### src/hdl/wip_pkg.sv
// shared types, codes and helpers of the interval overlap resolver
// no dependencies
`default_nettype none
package wip_pkg;
   localparam int KEPT_DEPTH_DEF = 32;
   localparam int COORD_W = 31;
   localparam int WEIGHT_W = 40;
   localparam int ID_W = 16;

   localparam logic [1:0] OP_FEATURE = 2'd0;
   localparam logic [1:0] OP_CLOSE   = 2'd1;
   localparam logic [1:0] OP_READ    = 2'd2;

   localparam logic [1:0] KIND_DECISION = 2'd0;
   localparam logic [1:0] KIND_DISCARD  = 2'd1;
   localparam logic [1:0] KIND_ENTRY    = 2'd2;

   localparam logic [1:0] CELL_HOLD  = 2'd0;
   localparam logic [1:0] CELL_LOAD  = 2'd1;
   localparam logic [1:0] CELL_LEFT  = 2'd2;
   localparam logic [1:0] CELL_RIGHT = 2'd3;

   typedef struct packed {
      logic [COORD_W-1:0]  start_pos;
      logic [COORD_W-1:0]  end_pos;
      logic [WEIGHT_W-1:0] weight;
      logic [ID_W-1:0]     id;
   } entry_type;

   // clamp a 41-bit signed value to the 40-bit signed range
   function automatic logic [WEIGHT_W-1:0] sat40(input logic [WEIGHT_W:0] v);
      logic [WEIGHT_W-1:0] r;
      if (v[WEIGHT_W] == v[WEIGHT_W-1]) r = v[WEIGHT_W-1:0];
      else if (v[WEIGHT_W]) r = {1'b1, {(WEIGHT_W-1){1'b0}}};
      else r = {1'b0, {(WEIGHT_W-1){1'b1}}};
      return r;
   endfunction
endpackage
`default_nettype wire

### src/hdl/wip_cell.sv
// one table slot of the kept-interval chain
// depends on wip_pkg
`default_nettype none
module wip_cell (
   input  wire logic              clock,
   input  wire logic [1:0]        mode,
   input  wire wip_pkg::entry_type new_entry,
   input  wire wip_pkg::entry_type left_entry,
   input  wire wip_pkg::entry_type right_entry,
   output wip_pkg::entry_type     entry
);
   import wip_pkg::*;
   entry_type entry_ff, entry_in;

   // take new data, a neighbour's, or hold
   always_comb begin
      unique case (mode)
         CELL_LOAD:  entry_in = new_entry;
         CELL_LEFT:  entry_in = left_entry;
         CELL_RIGHT: entry_in = right_entry;
         default:    entry_in = entry_ff;
      endcase
   end

   always_ff @(posedge clock) begin
      entry_ff <= entry_in;
   end

   assign entry = entry_ff;
endmodule
`default_nettype wire

### config.mk
export PLATFORM = sky130hd
export DESIGN_NAME = wip_cell
export DESIGN_NICKNAME = d
export VERILOG_FILES = /design/src/hdl/wip_pkg.sv /design/src/hdl/wip_cell.sv
export SDC_FILE = /design/constraint.sdc
export NUM_CORES = 1
export LEC_CHECK = 0
export BUFFER_PORTS_ARGS = -buffer_cell sky130_fd_sc_hd__buf_2
export CORE_AREA = 2 2 185 187
export DETAILED_ROUTE_END_ITERATION = 12
export DIE_AREA = 0 0 187 189
export GPL_ROUTABILITY_DRIVEN = 0
export GPL_TIMING_DRIVEN = 0
export PLACE_DENSITY = 0.49
export REMOVE_ABC_BUFFERS = 1
export SYNTH_ARGS = -nofsm -noshare
export SYNTH_HDL_FRONTEND = slang
export SYNTH_SLANG_ARGS = --single-unit
### constraint.sdc
create_clock -name clock -period 3 [get_ports clock]
set_clock_uncertainty 0.2 [all_clocks]
set_input_delay 0.15 -clock clock [delete_from_list [all_inputs] [get_ports clock]]
set_output_delay 0.15 -clock clock [all_outputs]
set_load 0.02 [all_outputs]
==> results.py, run 1 <==
metrics = {
    "worst_setup_path": {
        "crit_chain": "buf_6, buf_16, mux2i_1, dlygate4sd3_1, a21oi_1, dlygate4sd3_1",
        "crit_cells": 6,
        "arrival_ns": 2.57,
        "endpoint_kind": "register",
        "crit_family": "buffers and inverters",
        "crit_buf_inv": 4,
        "cp_slowest_cell": "dlygate4sd3_1",
        "critical_path.max_stage_delay_ns": 0.58,
        "path_class": "primary input to register",
        "endpoint": "entry[103]$_DFFE_PP_",
        "critPathLaunchType": "primary input",
        "cp_max_fo": 61,
        "cp_common_cell": "dlygate4sd3_1",
        "cp.required_ns": 2.97,
        "critPathLaunch": "mode[0]",
    },
    "clock_tree": {
        "cts_tree": "yes",
        "cts_buffers": 17,
        "ctsHtreeMaxLevel": 4,
        "clkTransAtPathRegs_ns": 0.05,
        "clock_sinks": 118,
        "cts-resized-gates": 0,
        "root_buffer": "clkbuf_16",
        "clk_path_buf_depth": 2,
    },
    "die": {
        "dieArea_um2": 35300,
        "io_pins": 475,
        "core_region_area_um2": 33300,
        "std_cell_rows": 67,
        "die_h_um": 189,
        "die_w_um": 187,
        "start_util": 0.184,
    },
    "timing": {
        "setup_violations": 0,
        "worst_slack_ns": 0.401,
        "period_needed_ns": 2.60,
        "rsz0062_at_grt": "no",
        "max_slew_margin": 0.408,
        "fin_crit_sh": 0.866,
        "fmaxAchievable_mhz": 385,
        "slew_viol_final": 0,
        "finalHoldViolCount": 0,
        "worstMarginPinSlew_ns": 0.887,
    },
    "power_and_ir_drop": {
        "swShare": 0.263,
        "max-vdd-ir-drop_mv": 0.343,
        "p_leak_nw": 5.42,
        "seqPwrFrac": 0.367,
        "clkPwrFrac": 0.391,
        "p_total_w": 0.00570,
        "power_switching_w": 0.00150,
        "pwr-share-comb": 0.242,
        "p_per_area_nw_per_um2": 485,
        "power.internal_w": 0.00420,
    },
    "run_status": {
        "status": "complete, no violations",
    },
    "routing": {
        "wl_per_cell_um": 13.5,
        "vias": 6607,
        "drt_iter0_markers": 166,
        "ant_nets": 0,
        "wirelength_um": 22500,
        "vias_per_cell": 3.97,
        "drt-pass1-iter-count": 4,
        "drc": 0,
    },
    "synthesis": {
        "syn_area_um2": 6120,
        "syn_avg_cell_area_um2": 12.0,
        "yosysSeqAreaShare": 0.579,
        "synthDistinctLibCells": 10,
        "netlist_instances": 512,
        "synthTopCellsByArea": "edfxtp_1 (58%), mux2i_1 (19%), a21oi_1 (9.6%), nor2_1 (7.2%), buf_12 (3.9%)",
        "yosys_register_bits": 118,
        "ys_warn_count": 0,
        "yosys.area.top_type": "edfxtp_1",
        "yosysTopAreaCellShare": 0.579,
    },
    "min_path": {
        "hp-class": "primary input to register",
        "whs_path_depth": 3,
    },
    "grt": {
        "grt_use_met2": 0.224,
        "track_usage": 0.124,
        "grt_util_met3": 0.0436,
        "antenna_found_initial": 1,
        "grt-ovfl-total": 0,
        "grt_pass1_vias": 6830,
        "grt_max_degree": 122,
        "met1_usage": 0.127,
        "grt_pass1_wl_um": 34100,
        "grt.busiest_layer": "met2",
    },
    "job": {
        "max_cap_viol_count": 0,
    },
    "final_layout": {
        "largest_reg_flops": 118,
        "nets": 1558,
        "layout-drive-gt1-share": 0.418,
        "area_delta_synth_final_pct": 92.1,
        "nFillCells": 3400,
    },
    "place": {
        "hpwl_um": 16400,
        "numPortBuffers": 474,
        "place_ws_ns": 0.0762,
    },
}
==> area by class of cell <==
class	instances	area (um^2)	area share
repair buffers	709	4790	0.408
diodes	1	2.50	0.000213
flip-flops and latches	118	3540	0.301
well taps	448	561	0.0477
clock inverters	14	208	0.0177
clock buffers	18	429	0.0365
multi-input cells	355	2220	0.189
==> tightest hold or removal path: cells and delay by family <==
family	cells	cell delay, ns
compound gates	1	0.09
buf+inv	1	0.10
simple gates	1	0.11
==> layer usage <==
metal  up-vias  part of all wire
met5         -                 0
met2       319              0.50
met1      2987              0.39
met3        45             0.073
met4         0             0.034
li1       3256                 -
==> cell usage after synthesis, drive strengths merged <==
cell type	n
a21oi	118
edfxtp	118
mux2i	118
nor2	118
buf	22
clkbuf	17
or2	1
==> repair_timing <==
item,CTS,global route
setup endpoints to repair,0,0
endpoints found under the hold margin,117,0
buffers inserted,0,0
hold buffers,232,0
==> cell families after synthesis <==
kind of cell / synth area share
multiplexers: 0.193
AO/OA/AOI/OAI: 0.0965
flip-flops: 0.579
AND/OR/NAND/NOR: 0.0734
buffers and inverters: 0.0583
==> worst min-delay path by stage <==
stage / from / end / slack, ns
final: new_entry[41] / entry[41]$_DFFE_PP_ / 0.01
after global routing: left_entry[83] / entry[83]$_DFFE_PP_ / 0.005
after CTS: left_entry[53] / entry[53]$_DFFE_PP_ / 0.0003
after detailed placement: new_entry[39] / entry[39]$_DFFE_PP_ / 0.28
after global placement: new_entry[61] / entry[61]$_DFFE_PP_ / 0.27
after floorplan: mode[1] / entry[0]$_DFFE_PP_ / 0.16
==> stage by stage <==
step	cell area, um^2	hold WS [ns]	TNS, ns	cells	util
6_report	11800	0.0109	0	1663	0.353
5_1_grt	11800	0.00525	0	1663	0.353
4_1_cts	11800	0.000320	0	1662	0.353
3_5_place_dp	8800	0.279	0	1398	0.264
3_3_place_gp	8700	0.274	-445.84	1395	0.261
2_1_floorplan	5760	0.157	0	473	-
==> power groups by stage <==
stage / combinational, W / sequential (W) / clock (W)
finish: 0.00138 / 0.00209 / 0.00223
global route: 0.00149 / 0.00211 / 0.00237
CTS: 0.00139 / 0.00209 / 0.00231
detailed placement: 0.00108 / 0.00212 / 0
global placement: 0.00110 / 0.00212 / 0
floorplan: 0.000220 / 0.00239 / 0
==> cells in the final DEF, fill, tap and decap left out <==
cell / count
or2_4: 1
clkinv_2: 3
buf_6: 1
buf_2: 472
bufinv_16: 5
clkinv_4: 4
clkbuf_1: 1
nor2_1: 118
a21oi_1: 118
diode_2: 1
edfxtp_1: 118
dlygate4sd3_1: 232
buf_16: 3
buf_8: 1
mux2i_1: 118
clkinv_1: 2
clkbuf_16: 17
Power figures use the tool's default switching activity.
==> inputs of run 2 (changes only) <==
GPL_TIMING_DRIVEN = default   (was 0)
SETUP_SLACK_MARGIN = 0.5   (was default)
==> run 2 against run 1 <==
  * Routed wire length increased by 7.6%
  * Setup slack improved by 0.25 ns
  * Core utilization increased by 0.15 points
  * Via count increased by 1.1%
  * Clock power decreased by 13%
  * Sequential share of layout area decreased by 0.13 points
  * Total power decreased by 4.4%
  * Largest cell class unchanged
==> results.py, run 2 (synthesis gave the netlist of run 1 again) <==
metrics = {
    "final_layout": {
        "layout-drive-gt1-share": 0.415,
        "largest_reg_flops": 118,
        "nets": 1572,
        "area_delta_synth_final_pct": 92.9,
        "layout_common_cells": "buf_2 (472), dlygate4sd3_1 (241)",
        "final_common_cell": "buf_2",
        "n_antenna_cell": 0,
        "fin_util": 0.355,
    },
    "timing": {
        "fmaxAchievable_mhz": 425,
        "tns_ns": 0,
        "fin_crit_sh": 0.784,
        "period_needed_ns": 2.35,
        "rsz0062_at_grt": "no",
        "max_slew_margin": 0.625,
        "setup_violations": 0,
        "finalHoldViolCount": 0,
        "worst_slack_ns": 0.649,
        "slew_viol_final": 0,
        "worstMarginPinSlew_ns": 0.563,
    },
    "routing": {
        "drt_iter0_markers": 159,
        "vias_per_cell": 3.99,
        "drt-pass1-iter-count": 6,
        "drc": 0,
        "vias": 6682,
        "ant_nets": 0,
        "wirelength_um": 24200,
        "wl_per_cell_um": 14.4,
    },
    "clock_tree": {
        "clkTransAtPathRegs_ns": 0.06,
        "cts_tree": "yes",
        "ctsHtreeMaxLevel": 4,
        "clk_path_buf_depth": 2,
        "cts_buffers": 17,
        "root_buffer": "clkbuf_16",
        "clock_sinks": 118,
    },
    "worst_setup_path": {
        "crit_buf_inv": 4,
        "crit_family": "buffers and inverters",
        "crit_chain": "buf_8, buf_12, mux2i_1, dlygate4sd3_1, a21oi_1, dlygate4sd3_1",
        "critPathLaunchType": "primary input",
        "cp_max_fo": 43,
        "cp.required_ns": 2.97,
        "endpoint_kind": "register",
        "path_class": "primary input to register",
        "cp_slowest_cell": "dlygate4sd3_1",
        "critical_path.max_stage_delay_ns": 0.58,
        "arrival_ns": 2.32,
        "cp_common_cell": "dlygate4sd3_1",
    },
    "power_and_ir_drop": {
        "p_leak_nw": 5.44,
        "clkPwrFrac": 0.358,
        "pwr-share-comb": 0.257,
        "power_switching_w": 0.00149,
        "max-vdd-ir-drop_mv": 0.358,
        "swShare": 0.274,
        "seqPwrFrac": 0.385,
        "p_per_area_nw_per_um2": 461,
        "power.internal_w": 0.00395,
    },
    "die": {
        "dieArea_um2": 35300,
        "io_pins": 475,
        "start_util": 0.184,
        "die_h_um": 189,
        "die_w_um": 187,
        "core_region_area_um2": 33300,
        "std_cell_rows": 67,
    },
    "grt": {
        "grt-ovfl-total": 0,
        "antenna_found_initial": 0,
        "grt_pass1_vias": 6959,
        "grt_max_degree": 120,
        "track_usage": 0.134,
        "grt_pass1_wl_um": 36100,
    },
    "min_path": {
        "hp-class": "primary input to register",
    },
    "place": {
        "place_ws_ns": 1.21,
        "hpwl_um": 16800,
        "numPortBuffers": 474,
    },
    "run_status": {
        "status": "complete, no violations",
    },
    "job": {
        "max_cap_viol_count": 0,
    },
}
==> run 2: timing repair <==
action	in CTS	in global routing
setup endpoints to repair	0	1
endpoints found under the hold margin	118	0
gates resized for setup	0	2
hold buffers	241	0
buffers inserted	0	0
==> run 2: cell type report <==
| type | instances | area (um^2) |
|---|---|---|
| multi-input combinational | 355 | 2220 |
| sequential | 118 | 3540 |
| timing repair buffer | 723 | 4940 |
| clock inverter | 11 | 110 |
| tap | 448 | 561 |
| clock buffer | 20 | 437 |
| fill | 3358 | 21500 |
==> run 2: metrics by stage <==
| stage | hold WS (ns) | cell area [um^2] | instances | total power (W) |
|---|---|---|---|---|
| CTS | 0.0207 | 11800 | 1675 | 0.00554 |
| floorplan | 0.157 | 5760 | 473 | 0.00261 |
| global route | 0.0388 | 11800 | 1675 | 0.00572 |
| detailed placement | 0.275 | 8850 | 1403 | 0.00321 |
| finish | 0.0560 | 11800 | 1675 | 0.00545 |
| global placement | 0.270 | 8850 | 1403 | 0.00321 |
==> run 2: worst paths after layout <==
kind	startpoint	end	slack (ns)	cells after the start
min	left_entry[76]	entry[76]$_DFFE_PP_	0.06	3
max	mode[0]	entry[69]$_DFFE_PP_	0.65	6
==> run 2: per-layer routing <==
metal,GRT usage,part of all wire
met5,0,0
met4,0.0473,0.019
met3,0.0480,0.075
met2,0.251,0.52
met1,0.136,0.38
==> run 2: power by group through the flow <==
| stage | Sequential [W] | Clock (W) | Combinational, W |
|---|---|---|---|
| final | 0.00210 | 0.00195 | 0.00140 |
| after global routing | 0.00211 | 0.00210 | 0.00151 |
| after CTS | 0.00210 | 0.00204 | 0.00140 |
| after detailed placement | 0.00213 | 0 | 0.00108 |
| after global placement | 0.00213 | 0 | 0.00108 |
| after floorplan | 0.00239 | 0 | 0.000220 |
==> inputs of run 3 (changes only) <==
ABC_AREA = 1   (was default)
clock period = 2.45 ns   (was 3 ns; I/O delays follow)
==> run 3 against run 2 <==
  * Sequential cell count is the same
  * First-iteration DRC count increased by 92%
  * Sequential share of layout area decreased by 0.086 points
  * Critical path depth did not move
  * Routed wire length grew 8.3%
  * Global-route usage grew 1.1 points
  * Synthesized area about the same
  * Core utilization rose by 0.10 points
  * Synthesized cell count rose by 29%
  * Largest power group unchanged
  * Combinational power increased by 24%
==> results.py, run 3 <==
metrics = {
    "min_path": {
        "hold_start": "mode[1]",
        "hp-class": "primary input to register",
    },
    "synthesis": {
        "synth_top_family_by_area": "simple AND/OR/NAND/NOR gates",
        "synthDistinctLibCells": 8,
        "yosysMostFrequentCell": "nand3_1",
        "synthTopCellsByArea": "edfxtp_1 (58%), nand3_1 (29%), nand2_1 (7.3%), buf_2 (3.8%), buf_4 (0.98%)",
        "synthAdderAreaFrac": 0,
        "synth_edf_count": 118,
        "synth-simple-area-share": 0.362,
        "yosys.area.top_type": "edfxtp_1",
        "ys_dominant_reg_cell": "edfxtp_1",
        "yosysTopAreaCellShare": 0.579,
        "syn_avg_cell_area_um2": 9.31,
        "ys_warn_count": 0,
        "netlist_instances": 658,
        "yosysSeqAreaShare": 0.579,
        "async_reset_ff_frac": 0,
        "synthMuxAreaShare": 0,
        "synth_compound_area_frac": 0,
        "syn_area_um2": 6120,
        "yosys_register_bits": 118,
        "synthTopCellsByCount": "nand3_1 (354), nand2_1 (119), edfxtp_1 (118)",
        "synth-xor-area-share": 0,
    },
    "grt": {
        "grt-ovfl-total": 0,
        "grt_pass1_vias": 8075,
        "antenna_found_initial": 2,
        "grt_pass1_wl_um": 40400,
        "track_usage": 0.144,
        "grt_max_degree": 127,
    },
    "power_and_ir_drop": {
        "seqPwrFrac": 0.381,
        "p_leak_nw": 5.51,
        "clkPwrFrac": 0.363,
        "power_switching_w": 0.00186,
        "max-vdd-ir-drop_mv": 0.436,
        "pwr-share-comb": 0.256,
        "p_per_area_nw_per_um2": 572,
        "power.internal_w": 0.00492,
        "swShare": 0.274,
    },
    "timing": {
        "setup_violations": 0,
        "slew_viol_final": 0,
        "fmaxAchievable_mhz": 610,
        "finalHoldViolCount": 0,
        "max_slew_margin": 0.569,
        "fin_crit_sh": 0.669,
        "rsz0062_at_grt": "no",
        "period_needed_ns": 1.64,
        "worstMarginPinSlew_ns": 0.646,
    },
    "final_layout": {
        "nets": 1692,
        "final_common_cell": "buf_2",
        "area_delta_synth_final_pct": 93.4,
        "design_area_um2": 11800,
        "layout-drive-gt1-share": 0.383,
        "layoutNonFillerInstCount": 1796,
        "nFillCells": 3394,
        "layout_common_cells": "buf_2 (472), nand3_1 (354), dlygate4sd3_1 (236), nand2_1 (118), edfxtp_1 (118)",
        "largest_reg_flops": 118,
    },
    "worst_setup_path": {
        "crit_buf_inv": 4,
        "critical_path.max_stage_delay_ns": 0.55,
        "cp_slowest_cell": "dlygate4sd3_1",
        "critPathLaunch": "mode[0]",
        "path_class": "primary input to register",
        "critPathLaunchType": "primary input",
        "crit_family": "buffers and inverters",
        "cp_max_fo": 118,
        "cp_common_cell": "nand3_1",
        "endpoint_kind": "register",
        "crit_chain": "buf_4, inv_4, buf_12, nand3_1, nand3_1, dlygate4sd3_1",
        "cp.required_ns": 2.54,
        "arrival_ns": 1.73,
    },
    "clock_tree": {
        "hold_buffers": 236,
        "cts_buffers": 17,
        "cts_tree": "yes",
        "clkTransAtPathRegs_ns": 0.05,
        "cts-resized-gates": 0,
        "clock_sinks": 118,
        "root_buffer": "clkbuf_16",
        "postCtsSetupBuffers": 0,
        "ctsHtreeMaxLevel": 4,
        "clk_path_buf_depth": 2,
    },
    "place": {
        "dp.cells": 1528,
        "post_dp_cell_area_um2": 8910,
        "numPortBuffers": 474,
        "hpwl_um": 17200,
    },
    "routing": {
        "vias_per_cell": 4.39,
        "drc": 0,
        "ant_nets": 0,
        "vias": 7876,
        "drt-pass1-iter-count": 4,
        "wirelength_um": 26200,
        "wl_per_cell_um": 14.6,
        "drt_iter0_markers": 306,
    },
    "die": {
        "io_pins": 475,
        "start_util": 0.184,
        "die_w_um": 187,
        "die_h_um": 189,
        "std_cell_rows": 67,
        "dieArea_um2": 35300,
        "core_region_area_um2": 33300,
    },
    "run_status": {
        "status": "complete, no violations",
    },
    "job": {
        "max_cap_viol_count": 0,
    },
}
[run 3: worst paths after layout]
| kind | endpoint | slack [ns] | depth (start not counted) |
|---|---|---|---|
| setup / recovery | entry[87]$_DFFE_PP_ | 0.81 | 6 |
| hold / removal | entry[74]$_DFFE_PP_ | 0.25 | 3 |
[run 3: cells by family after synthesis]
| group | Yosys count |
|---|---|
| buf+inv | 67 |
| simple gates | 473 |
| flops | 118 |
[run 3: area by class of cell]
type / instances / area, um^2 / share of cell area
antenna: 2 / 5.00 / 0.000423
tap: 448 / 561 / 0.0473
multi-input combinational: 473 / 2230 / 0.188
timing repair buffer: 723 / 4930 / 0.416
sequential: 118 / 3540 / 0.299
clock buffer: 19 / 433 / 0.0366
inverter: 2 / 12.5 / 0.00106
clock inverter: 11 / 135 / 0.0114
[run 3: tightest hold or removal path, stage by stage]
cell	delay, ns
buf_6	0.11
inv_4	0.07
nand2_4	0.29
[run 3: metrics by stage]
step	util	total power [W]	TNS (ns)	hold slack, ns	setup slack (ns)
finish	0.356	0.00678	0	0.252	0.811
CTS	0.356	0.00688	0	0.260	0.932
detailed placement	0.268	0.00397	0	0.215	0.887
global route	0.356	0.00712	0	0.281	0.818
floorplan	-	0.00322	-392.77	0.125	-3.33
global placement	0.268	0.00396	0	0.212	0.928
[run 3: metal layers]
layer | up-vias | GRT usage | wire [um]
li1 | 3755 | - | -
met1 | 3638 | 0.155 | 10200
met2 | 419 | 0.252 | 12900
met3 | 64 | 0.0452 | 2110
met4 | 0 | 0.0821 | 1020
met5 | - | 0 | 0
[run 3: power by group through the flow]
stage,clock [W],sequential [W],combinational (W)
global placement,0,0.00262,0.00134
finish,0.00246,0.00258,0.00174
CTS,0.00256,0.00259,0.00173
floorplan,0,0.00294,0.000272
detailed placement,0,0.00262,0.00135
global route,0.00264,0.00261,0.00187
